`src/hdl/ies_pkg.sv`:
```
// ----------------------------------------------------------------------------
// Intake and eject sequencer package
// Types, register codes and constants shared by the sequencer files.
// ----------------------------------------------------------------------------
package ies_pkg;

   localparam int COUNT_WIDTH    = 16;
   localparam int SPEED_WIDTH    = 16;
   localparam int DELAY_WIDTH    = 16;
   localparam int CSR_DATA_WIDTH = 16;
   localparam int CSR_INDEX_WIDTH = 3;
   localparam int CMP_WIDTH      = (COUNT_WIDTH > DELAY_WIDTH) ? COUNT_WIDTH : DELAY_WIDTH;

   localparam logic signed [SPEED_WIDTH-1:0] Q_ONE       = SPEED_WIDTH'(16384);
   localparam logic signed [SPEED_WIDTH-1:0] Q_MINUS_ONE = -SPEED_WIDTH'(16384);
   localparam logic signed [SPEED_WIDTH-1:0] ROLLER_STOP = '0;

   localparam logic signed [SPEED_WIDTH-1:0] HOLD_SPEED_RESET   = SPEED_WIDTH'(1638);
   localparam logic signed [SPEED_WIDTH-1:0] INTAKE_SPEED_RESET = SPEED_WIDTH'(8192);
   localparam logic signed [SPEED_WIDTH-1:0] EJECT_SPEED_RESET  = -SPEED_WIDTH'(8192);
   localparam logic [DELAY_WIDTH-1:0]        DELAY_RESET        = DELAY_WIDTH'(25);

   typedef logic [COUNT_WIDTH-1:0] count_type;

   typedef enum logic [3:0] {
      ST_AUTO = 4'd0,
      ST_IDLE = 4'd1,
      ST_HOLD = 4'd2,
      ST_HI1  = 4'd3,
      ST_HI2  = 4'd4,
      ST_HE1  = 4'd5,
      ST_HE2  = 4'd6,
      ST_HE3  = 4'd7,
      ST_HE4  = 4'd8,
      ST_CI1  = 4'd9,
      ST_CI2  = 4'd10,
      ST_CE1  = 4'd11,
      ST_CE2  = 4'd12,
      ST_CE3  = 4'd13
   } state_type;

   typedef enum logic [CSR_INDEX_WIDTH-1:0] {
      CSR_HOLD_SPEED          = 3'd0,
      CSR_INTAKE_SPEED        = 3'd1,
      CSR_EJECT_SPEED         = 3'd2,
      CSR_HATCH_OPEN_DELAY    = 3'd3,
      CSR_HATCH_RETRACT_DELAY = 3'd4,
      CSR_CARGO_RUN_DELAY     = 3'd5
   } csr_reg_type;

   typedef struct packed {
      logic signed [SPEED_WIDTH-1:0] hold_speed;
      logic signed [SPEED_WIDTH-1:0] intake_speed;
      logic signed [SPEED_WIDTH-1:0] eject_speed;
      logic [DELAY_WIDTH-1:0]        hatch_open_delay;
      logic [DELAY_WIDTH-1:0]        hatch_retract_delay;
      logic [DELAY_WIDTH-1:0]        cargo_run_delay;
   } cfg_type;

   typedef struct packed {
      logic       cargo_sensor;
      logic       hatch_sensor_raw;
      logic       start_eject;
      logic       load_state;
      logic [3:0] new_state;
   } item_type;

   typedef struct packed {
      logic signed [SPEED_WIDTH-1:0] roller;
      logic                          grip;
      logic                          plunger;
      logic                          actuator;
   } levels_type;

   typedef struct packed {
      logic signed [SPEED_WIDTH-1:0] roller_drive;
      logic                          grip_closed_out;
      logic                          plunger_out;
      logic                          actuator_out;
      logic [3:0]                    phase;
      logic                          cargo_flag;
      logic                          hatch_flag;
   } rsp_type;

   function automatic logic signed [SPEED_WIDTH-1:0] sat_speed(
      input logic signed [SPEED_WIDTH-1:0] value
   );
      logic signed [SPEED_WIDTH-1:0] result;
      if (value > Q_ONE) begin
         result = Q_ONE;
      end else if (value < Q_MINUS_ONE) begin
         result = Q_MINUS_ONE;
      end else begin
         result = value;
      end
      return result;
   endfunction

endpackage

```
`src/hdl/ies_req_if.sv`:
```
// ----------------------------------------------------------------------------
// Sequencer tick channel
// Carries one tick beat: sensor levels, eject request and optional state load.
// ----------------------------------------------------------------------------
interface ies_req_if;
   logic       valid;
   logic       ready;
   logic       cargo_sensor;
   logic       hatch_sensor_raw;
   logic       start_eject;
   logic       load_state;
   logic [3:0] new_state;

   modport source (
      output valid, cargo_sensor, hatch_sensor_raw, start_eject, load_state, new_state,
      input  ready
   );
   modport sink (
      input  valid, cargo_sensor, hatch_sensor_raw, start_eject, load_state, new_state,
      output ready
   );
endinterface

```
`src/hdl/ies_rsp_if.sv`:
```
// ----------------------------------------------------------------------------
// Sequencer result channel
// Carries one result beat: roller command, solenoid levels, phase and flags.
// ----------------------------------------------------------------------------
interface ies_rsp_if;
   import ies_pkg::*;

   logic                          valid;
   logic                          ready;
   logic signed [SPEED_WIDTH-1:0] roller_drive;
   logic                          grip_closed_out;
   logic                          plunger_out;
   logic                          actuator_out;
   logic [3:0]                    phase;
   logic                          cargo_flag;
   logic                          hatch_flag;

   modport source (
      output valid, roller_drive, grip_closed_out, plunger_out, actuator_out, phase,
             cargo_flag, hatch_flag,
      input  ready
   );
   modport sink (
      input  valid, roller_drive, grip_closed_out, plunger_out, actuator_out, phase,
             cargo_flag, hatch_flag,
      output ready
   );
endinterface

```
`src/hdl/ies_step.sv`:
```
// ----------------------------------------------------------------------------
// Sequencer step logic
// Applies an optional state load, advances the elapsed counter and takes one
// step of the intake and eject state machine.
// ----------------------------------------------------------------------------
module ies_step (
   input  ies_pkg::state_type  state,
   input  ies_pkg::count_type  count,
   input  ies_pkg::levels_type levels,
   input  ies_pkg::cfg_type    cfg,
   input  ies_pkg::item_type   item,
   output ies_pkg::state_type  state_next,
   output ies_pkg::count_type  count_next,
   output ies_pkg::levels_type levels_next
);
   import ies_pkg::*;

   state_type cur_state;
   count_type count_inc;
   logic      hatch_present;
   logic      open_done;
   logic      retract_done;
   logic      run_done;

   always_comb begin
      if (item.load_state && (item.new_state <= ST_CE3)) begin
         cur_state = state_type'(item.new_state);
      end else begin
         cur_state = state;
      end
   end

   assign count_inc     = (count == '1) ? count : count + COUNT_WIDTH'(1);
   assign hatch_present = ~item.hatch_sensor_raw;
   assign open_done     = CMP_WIDTH'(count_inc) >= CMP_WIDTH'(cfg.hatch_open_delay);
   assign retract_done  = CMP_WIDTH'(count_inc) >= CMP_WIDTH'(cfg.hatch_retract_delay);
   assign run_done      = CMP_WIDTH'(count_inc) >= CMP_WIDTH'(cfg.cargo_run_delay);

   always_comb begin
      state_next = cur_state;
      unique case (cur_state)
         ST_HI1: begin
            state_next = ST_HI2;
         end
         ST_HI2: begin
            if (hatch_present) state_next = ST_IDLE;
         end
         ST_HE1: begin
            state_next = ST_HE2;
         end
         ST_HE2: begin
            if (item.start_eject) state_next = ST_HE3;
         end
         ST_HE3: begin
            if (open_done) state_next = ST_HE4;
         end
         ST_HE4: begin
            if (retract_done) state_next = ST_IDLE;
         end
         ST_CI1: begin
            state_next = ST_CI2;
         end
         ST_CI2: begin
            if (item.cargo_sensor) state_next = ST_HOLD;
         end
         ST_CE1: begin
            state_next = ST_CE2;
         end
         ST_CE2: begin
            if (item.start_eject) state_next = ST_CE3;
         end
         ST_CE3: begin
            if (run_done) state_next = ST_IDLE;
         end
         default: begin
            state_next = cur_state;
         end
      endcase
   end

   always_comb begin
      levels_next = levels;
      count_next  = count_inc;
      unique case (cur_state)
         ST_AUTO: begin
            levels_next.grip     = 1'b1;
            levels_next.actuator = 1'b1;
         end
         ST_IDLE: begin
            levels_next.roller = ROLLER_STOP;
         end
         ST_HOLD: begin
            levels_next.roller   = sat_speed(cfg.hold_speed);
            levels_next.actuator = 1'b0;
            levels_next.plunger  = 1'b0;
         end
         ST_HI1: begin
            levels_next.roller   = ROLLER_STOP;
            levels_next.actuator = 1'b1;
            levels_next.plunger  = 1'b0;
            levels_next.grip     = 1'b0;
         end
         ST_HI2: begin
            if (hatch_present) levels_next.grip = 1'b1;
         end
         ST_HE1: begin
            levels_next.roller = ROLLER_STOP;
         end
         ST_HE2: begin
            if (item.start_eject) begin
               levels_next.grip = 1'b0;
               count_next       = '0;
            end
         end
         ST_HE3: begin
            if (open_done) begin
               levels_next.plunger = 1'b1;
               count_next          = '0;
            end
         end
         ST_HE4: begin
            if (retract_done) begin
               levels_next.plunger  = 1'b0;
               levels_next.actuator = 1'b0;
            end
         end
         ST_CI1: begin
            levels_next.actuator = 1'b0;
            levels_next.grip     = 1'b0;
            levels_next.roller   = sat_speed(cfg.intake_speed);
         end
         ST_CI2: begin
            if (item.cargo_sensor) levels_next.roller = sat_speed(cfg.hold_speed);
         end
         ST_CE1: begin
            levels_next.actuator = 1'b0;
            levels_next.grip     = 1'b0;
         end
         ST_CE2: begin
            if (item.start_eject) begin
               levels_next.roller = sat_speed(cfg.eject_speed);
               count_next         = '0;
            end
         end
         ST_CE3: begin
            if (run_done) levels_next.roller = ROLLER_STOP;
         end
         default: begin
            levels_next = levels;
         end
      endcase
   end

endmodule

```
`src/hdl/intake_eject_sequencer.sv`:
```
// ----------------------------------------------------------------------------
// Intake and eject sequencer
// Steps the cargo roller and hatch mechanism once for every tick beat.
// ----------------------------------------------------------------------------
// One tick beat is taken every clock cycle unless the result channel stalls;
// one result beat is given for each. The beat is held in an input register,
// the state machine step is taken as it moves to the result register, and the
// sequencer state is registered with it. The user must write registers through
// the csr port only while no beat is in flight; the block does not enforce it.
module intake_eject_sequencer (
   input  logic                                 clock,
   input  logic                                 reset,
   ies_req_if.sink                              req_chan,
   ies_rsp_if.source                            rsp_chan,
   input  logic                                 csr_we,
   input  logic [ies_pkg::CSR_INDEX_WIDTH-1:0]  csr_index,
   input  logic [ies_pkg::CSR_DATA_WIDTH-1:0]   csr_wdata
);
   import ies_pkg::*;

   cfg_type    cfg_ff;
   state_type  state_ff;
   state_type  state_in;
   count_type  count_ff;
   count_type  count_in;
   levels_type levels_ff;
   levels_type levels_in;
   item_type   item_ff;
   logic       item_valid_ff;
   logic       item_valid_in;
   rsp_type    rsp_ff;
   rsp_type    rsp_in;
   logic       rsp_valid_ff;
   logic       rsp_valid_in;
   logic       req_take;
   logic       advance;

   assign advance          = item_valid_ff && (!rsp_valid_ff || rsp_chan.ready);
   assign req_chan.ready   = !item_valid_ff || advance;
   assign req_take         = req_chan.valid && req_chan.ready;
   assign item_valid_in    = req_take || (item_valid_ff && !advance);
   assign rsp_valid_in     = advance || (rsp_valid_ff && !rsp_chan.ready);

   ies_step u_step (
      .state       (state_ff),
      .count       (count_ff),
      .levels      (levels_ff),
      .cfg         (cfg_ff),
      .item        (item_ff),
      .state_next  (state_in),
      .count_next  (count_in),
      .levels_next (levels_in)
   );

   always_comb begin
      rsp_in.roller_drive    = levels_in.roller;
      rsp_in.grip_closed_out = levels_in.grip;
      rsp_in.plunger_out     = levels_in.plunger;
      rsp_in.actuator_out    = levels_in.actuator;
      rsp_in.phase           = state_in;
      rsp_in.cargo_flag      = item_ff.cargo_sensor;
      rsp_in.hatch_flag      = ~item_ff.hatch_sensor_raw;
   end

   always_ff @(posedge clock) begin
      if (reset) begin
         item_valid_ff <= 1'b0;
         rsp_valid_ff  <= 1'b0;
         state_ff      <= ST_IDLE;
         count_ff      <= '0;
         levels_ff     <= '{roller: ROLLER_STOP, grip: 1'b0, plunger: 1'b0, actuator: 1'b0};
      end else begin
         item_valid_ff <= item_valid_in;
         rsp_valid_ff  <= rsp_valid_in;
         if (advance) begin
            state_ff  <= state_in;
            count_ff  <= count_in;
            levels_ff <= levels_in;
         end
      end
   end

   always_ff @(posedge clock) begin
      if (req_take) begin
         item_ff.cargo_sensor     <= req_chan.cargo_sensor;
         item_ff.hatch_sensor_raw <= req_chan.hatch_sensor_raw;
         item_ff.start_eject      <= req_chan.start_eject;
         item_ff.load_state       <= req_chan.load_state;
         item_ff.new_state        <= req_chan.new_state;
      end
      if (advance) begin
         rsp_ff <= rsp_in;
      end
   end

   always_ff @(posedge clock) begin
      if (reset) begin
         cfg_ff.hold_speed          <= HOLD_SPEED_RESET;
         cfg_ff.intake_speed        <= INTAKE_SPEED_RESET;
         cfg_ff.eject_speed         <= EJECT_SPEED_RESET;
         cfg_ff.hatch_open_delay    <= DELAY_RESET;
         cfg_ff.hatch_retract_delay <= DELAY_RESET;
         cfg_ff.cargo_run_delay     <= DELAY_RESET;
      end else if (csr_we) begin
         unique case (csr_reg_type'(csr_index))
            CSR_HOLD_SPEED:          cfg_ff.hold_speed          <= csr_wdata;
            CSR_INTAKE_SPEED:        cfg_ff.intake_speed        <= csr_wdata;
            CSR_EJECT_SPEED:         cfg_ff.eject_speed         <= csr_wdata;
            CSR_HATCH_OPEN_DELAY:    cfg_ff.hatch_open_delay    <= csr_wdata;
            CSR_HATCH_RETRACT_DELAY: cfg_ff.hatch_retract_delay <= csr_wdata;
            CSR_CARGO_RUN_DELAY:     cfg_ff.cargo_run_delay     <= csr_wdata;
            default: begin
            end
         endcase
      end
   end

   assign rsp_chan.valid           = rsp_valid_ff;
   assign rsp_chan.roller_drive    = rsp_ff.roller_drive;
   assign rsp_chan.grip_closed_out = rsp_ff.grip_closed_out;
   assign rsp_chan.plunger_out     = rsp_ff.plunger_out;
   assign rsp_chan.actuator_out    = rsp_ff.actuator_out;
   assign rsp_chan.phase           = rsp_ff.phase;
   assign rsp_chan.cargo_flag      = rsp_ff.cargo_flag;
   assign rsp_chan.hatch_flag      = rsp_ff.hatch_flag;

endmodule

```
`src/flat_wrapper.sv`:
```
// flat-port wrapper written by rule: the top's interface ports become plain ports
module intake_eject_sequencer_flat import ies_pkg::*;
  (clock, reset, csr_we, csr_index, csr_wdata, req_chan_valid, req_chan_cargo_sensor, req_chan_hatch_sensor_raw, req_chan_start_eject, req_chan_load_state, req_chan_new_state, req_chan_ready, rsp_chan_valid, rsp_chan_roller_drive, rsp_chan_grip_closed_out, rsp_chan_plunger_out, rsp_chan_actuator_out, rsp_chan_phase, rsp_chan_cargo_flag, rsp_chan_hatch_flag, rsp_chan_ready);
  ies_req_if req_chan_i ();
  ies_rsp_if rsp_chan_i ();
  input  logic clock;
  input  logic reset;
  input  logic csr_we;
  input  logic [ies_pkg::CSR_INDEX_WIDTH-1:0] csr_index;
  input  logic [ies_pkg::CSR_DATA_WIDTH-1:0] csr_wdata;
  input wire logic [$bits(req_chan_i.valid)-1:0] req_chan_valid;
  input wire logic [$bits(req_chan_i.cargo_sensor)-1:0] req_chan_cargo_sensor;
  input wire logic [$bits(req_chan_i.hatch_sensor_raw)-1:0] req_chan_hatch_sensor_raw;
  input wire logic [$bits(req_chan_i.start_eject)-1:0] req_chan_start_eject;
  input wire logic [$bits(req_chan_i.load_state)-1:0] req_chan_load_state;
  input wire logic [$bits(req_chan_i.new_state)-1:0] req_chan_new_state;
  output wire logic [$bits(req_chan_i.ready)-1:0] req_chan_ready;
  output wire logic [$bits(rsp_chan_i.valid)-1:0] rsp_chan_valid;
  output wire logic [$bits(rsp_chan_i.roller_drive)-1:0] rsp_chan_roller_drive;
  output wire logic [$bits(rsp_chan_i.grip_closed_out)-1:0] rsp_chan_grip_closed_out;
  output wire logic [$bits(rsp_chan_i.plunger_out)-1:0] rsp_chan_plunger_out;
  output wire logic [$bits(rsp_chan_i.actuator_out)-1:0] rsp_chan_actuator_out;
  output wire logic [$bits(rsp_chan_i.phase)-1:0] rsp_chan_phase;
  output wire logic [$bits(rsp_chan_i.cargo_flag)-1:0] rsp_chan_cargo_flag;
  output wire logic [$bits(rsp_chan_i.hatch_flag)-1:0] rsp_chan_hatch_flag;
  input wire logic [$bits(rsp_chan_i.ready)-1:0] rsp_chan_ready;
  assign req_chan_i.valid = req_chan_valid;
  assign req_chan_i.cargo_sensor = req_chan_cargo_sensor;
  assign req_chan_i.hatch_sensor_raw = req_chan_hatch_sensor_raw;
  assign req_chan_i.start_eject = req_chan_start_eject;
  assign req_chan_i.load_state = req_chan_load_state;
  assign req_chan_i.new_state = req_chan_new_state;
  assign req_chan_ready = req_chan_i.ready;
  assign rsp_chan_valid = rsp_chan_i.valid;
  assign rsp_chan_roller_drive = rsp_chan_i.roller_drive;
  assign rsp_chan_grip_closed_out = rsp_chan_i.grip_closed_out;
  assign rsp_chan_plunger_out = rsp_chan_i.plunger_out;
  assign rsp_chan_actuator_out = rsp_chan_i.actuator_out;
  assign rsp_chan_phase = rsp_chan_i.phase;
  assign rsp_chan_cargo_flag = rsp_chan_i.cargo_flag;
  assign rsp_chan_hatch_flag = rsp_chan_i.hatch_flag;
  assign rsp_chan_i.ready = rsp_chan_ready;
  intake_eject_sequencer u_core (.clock(clock), .reset(reset), .req_chan(req_chan_i), .rsp_chan(rsp_chan_i), .csr_we(csr_we), .csr_index(csr_index), .csr_wdata(csr_wdata));
endmodule
```
`config.mk`:
```
export PLATFORM = sky130hd
export DESIGN_NAME = intake_eject_sequencer_flat
export DESIGN_NICKNAME = d
export VERILOG_FILES = /design/src/hdl/ies_pkg.sv /design/src/hdl/ies_req_if.sv /design/src/hdl/ies_rsp_if.sv /design/src/hdl/ies_step.sv /design/src/hdl/intake_eject_sequencer.sv /design/src/flat_wrapper.sv
export SDC_FILE = /design/constraint.sdc
export NUM_CORES = 1
export LEC_CHECK = 0
export BUFFER_PORTS_ARGS = -buffer_cell sky130_fd_sc_hd__buf_2
export CAP_MARGIN = 20
export CORE_MARGIN = 2
export CORE_UTILIZATION = 60
export CTS_CLUSTER_DIAMETER = 200
export CTS_CLUSTER_SIZE = 12
export DETAILED_ROUTE_END_ITERATION = 6
export PLACE_DENSITY = 0.89
export SYNTH_ARGS = -nofsm -noshare
export SYNTH_HDL_FRONTEND = slang
export SYNTH_HIERARCHICAL = 1
export SYNTH_SLANG_ARGS = --single-unit
```
`constraint.sdc`:
```
create_clock -name clock -period 5.4 [get_ports clock]
set_clock_uncertainty 0.05 [all_clocks]
set_input_delay 0.54 -clock clock [delete_from_list [all_inputs] [get_ports clock]]
set_output_delay 0.54 -clock clock [all_outputs]
set_load 0.005 [all_outputs]
```
==> results.json <==
{
  "drc": 0,
  "final_net_count": 1144,
  "clock_path_buffers": 2,
  "setup_viol": 0,
  "outcome": "finished, final reports clean",
  "place_congestion": 0.946,
  "grt-ovfl-total": 0,
  "crit_arrival_ps": 5010,
  "dr_total_vias": 7782,
  "wl_per_cell_um": 18.2,
  "dr.pass1.iters": 6,
  "vias_per_cell": 6.16,
  "htree_levels": 4,
  "maxSlewViolCount": 0,
  "place_area_mm2": 0.00945,
  "drive_above_1_share": 0.120,
  "die_y_um": 128,
  "io-pin-count": 59,
  "grt_use_total": 0.282,
  "min_path_cells": 1,
  "ys_warn_count": 6,
  "synth_cell_types": 86,
  "syn_nets": 1125,
  "synth_top_area_frac": 0.296,
  "reg2regPathDepth": 16,
  "syn_avg_cell_area_um2": 8.88,
  "ir_worst_vdd_uv": 261,
  "fp.dieArea_mm2": 0.0165,
  "drt_iter0_drc": 1128,
  "finalSetupTns_ps": 0,
  "synth_cells": 1044,
  "fmax_mhz": 212,
  "maxSlewHeadroom": 0.308,
  "final_common_cell": "nand2_1",
  "synth-edff-count": 33,
  "postCtsSetupBuffers": 0,
  "synth_flop_cell": "dfxtp_1",
  "row_count": 45,
  "portBuffers": 58,
  "cts_root_buf": "clkbuf_16",
  "yosys-top-cells-area": "dfxtp_1, edfxtp_1, nand2_1",
  "worstMarginPinSlew_ps": 1040,
  "insertion_delay_ps": 430,
  "fillerInstances": 1153,
  "p_per_area_mw_per_mm2": 280,
  "start_util": 0.612,
  "crit_fanout": 16,
  "cap_violations": 0,
  "holdCritPathClass": "primary input to register",
  "seq_area_frac_synth": 0.403,
  "grt_max_degree": 76,
  "core-area_mm2": 0.0151,
  "period_needed_ps": 4720,
  "stdcell_area_mm2": 0.0100,
  "cts_sinks": 170,
  "fp.dieW_um": 128,
  "most-common-layout-cells": "nand2_1, dfxtp_1, a21oi_1",
  "diodes": 0,
  "grt_pass1_vias": 7154,
  "end_kind": "register",
  "worstSetupStartpointType": "register",
  "max_stage_delay_ps": 550,
  "antenna_left": 0,
  "dp_slack_ps": 893,
  "ys_async_sr_fraction": 0,
  "cts_hold_buf": 0,
  "area_delta_synth_final_pct": 7.92,
  "hold_viol_final": 0,
  "crit_type": "register to register",
  "setup_ws_ps": 677,
  "dp_hpwl_um": 15600,
  "yosys.area.top_type": "dfxtp_1",
  "cpMaxStageDelayCell": "or4_1",
  "syn_area_mm2": 0.00927,
  "rsz0062_at_grt": "no",
  "crit_chain": "ha_1, nand4_1, or4_1, nor2_1, nor3_1, xnor2_1, inv_1, ha_1, and2_0, a221oi_1, o211ai_1, or4_1, nand2_2, a221o_1, nand2b_1, mux2i_1",
  "cts_resized": 0,
  "grt_pass1_wl_um": 36800,
  "ys_ff_latch": 170,
  "cts_tree": "built",
  "required_ps": 5690,
  "cts_buffers": 17,
  "period_share": 0.875,
  "clk_pin_slew_worst_paths_ps": 60,
  "wl_um": 23000,
  "power_leakage_uw": 0.00373,
  "antenna_found_initial": 0
}
-- worst max-delay path, delay by kind of cell (launching register included) --
family | cells | cell delay, ps
adder cells (fa/ha/maj) | 2 | 550
flip-flops | 1 | 420
AND/OR/NAND/NOR | 8 | 2160
AO/OA/AOI/OAI | 3 | 810
multiplexers | 1 | 190
XOR/XNOR | 1 | 300
buffers and inverters | 1 | 170
-- layout make-up --
cell class	instances	area, µm²	share of cell area
inverters	62	233	0.0233
multi-input cells	750	4920	0.492
flip-flops and latches	170	3730	0.373
repair buffers	62	323	0.0323
well taps	188	235	0.0235
clock inverters	9	86.3	0.00863
clock buffers	22	477	0.0476
-- flip-flops by register name, indices dropped and copies added (netlist names) --
register and cells:
u_core/rsp_chan.actuator_out 1, u_core/rsp_chan.valid 1, u_core/item_valid_ff 1, u_core/rsp_chan.roller_drive 16
u_core/rsp_chan.cargo_flag 1, u_core/item_ff 8, u_core/rsp_chan.grip_closed_out 1, u_core/rsp_chan.phase 4
u_core/cfg_ff 96, u_core/levels_ff 19, u_core/rsp_chan.hatch_flag 1, u_core/count_ff 16
u_core/rsp_chan.plunger_out 1, u_core/state_ff 4
-- report_power, final --
| group | switching (µW) | total (µW) | internal [µW] |
|---|---|---|---|
| sequential | 28.5 | 1360 | 1330 |
| clock | 492 | 1170 | 675 |
| combinational | 169 | 270 | 100 |
-- synth_stat cells, types with 4 or more instances --
library cell and instances:
nor4_1 13, nand2b_1 82, xnor2_1 6, edfxtp_1 33, inv_1 62, nor2_1 32
a221o_2 5, buf_2 18, o22ai_1 4, o21a_1 6, buf_4 7, a21o_1 11
buf_6 10, o21ai_0 10, nand4_1 12, xor2_1 7, mux2i_1 52, clkbuf_1 17
nand2_1 176, nor2b_1 7, ha_1 49, a31oi_1 6, nor3_2 6, o2bb2ai_1 14
nand3_1 14, nor3b_1 9, a21oi_1 107, nor3_1 33, a221o_1 12, dfxtp_1 137
-- routing by layer --
layer,track usage,up-vias,part of all wire
met5,0,-,0
met1,0.391,3623,0.43
li1,-,3697,-
met2,0.432,400,0.45
met3,0.0647,62,0.093
met4,0.105,0,0.031
-- cell families after synthesis --
| kind of cell | after synthesis | synth area share |
|---|---|---|
| AO/OA/AOI/OAI | 213 | 0.156 |
| AND/OR/NAND/NOR | 421 | 0.237 |
| adder cells (fa/ha/maj) | 49 | 0.0661 |
| buffers and inverters | 124 | 0.0676 |
| XOR/XNOR | 13 | 0.0123 |
| flip-flops | 170 | 0.403 |
| multiplexers | 54 | 0.0586 |
-- through the flow --
step,util,hold WS (ps),power (µW),instances
CTS,0.661,231,2800,1263
finish,0.661,240,2800,1263
floorplan,-,386,1580,1044
global route,0.661,231,2890,1263
global placement,0.624,393,1640,1232
detailed placement,0.624,398,1650,1232
-- final timing paths --
path                         startpoint              endpoint  slack [ps]
setup reg to reg     u_core/count_ff[0]  u_core/levels_ff[10]         680
setup / recovery     u_core/count_ff[0]  u_core/levels_ff[10]         680
hold / removal    req_chan_new_state[0]     u_core/item_ff[0]         240
hold reg to reg        u_core/cfg_ff[5]      u_core/cfg_ff[5]         410
Note: power is estimated with default switching activity, not from simulation.
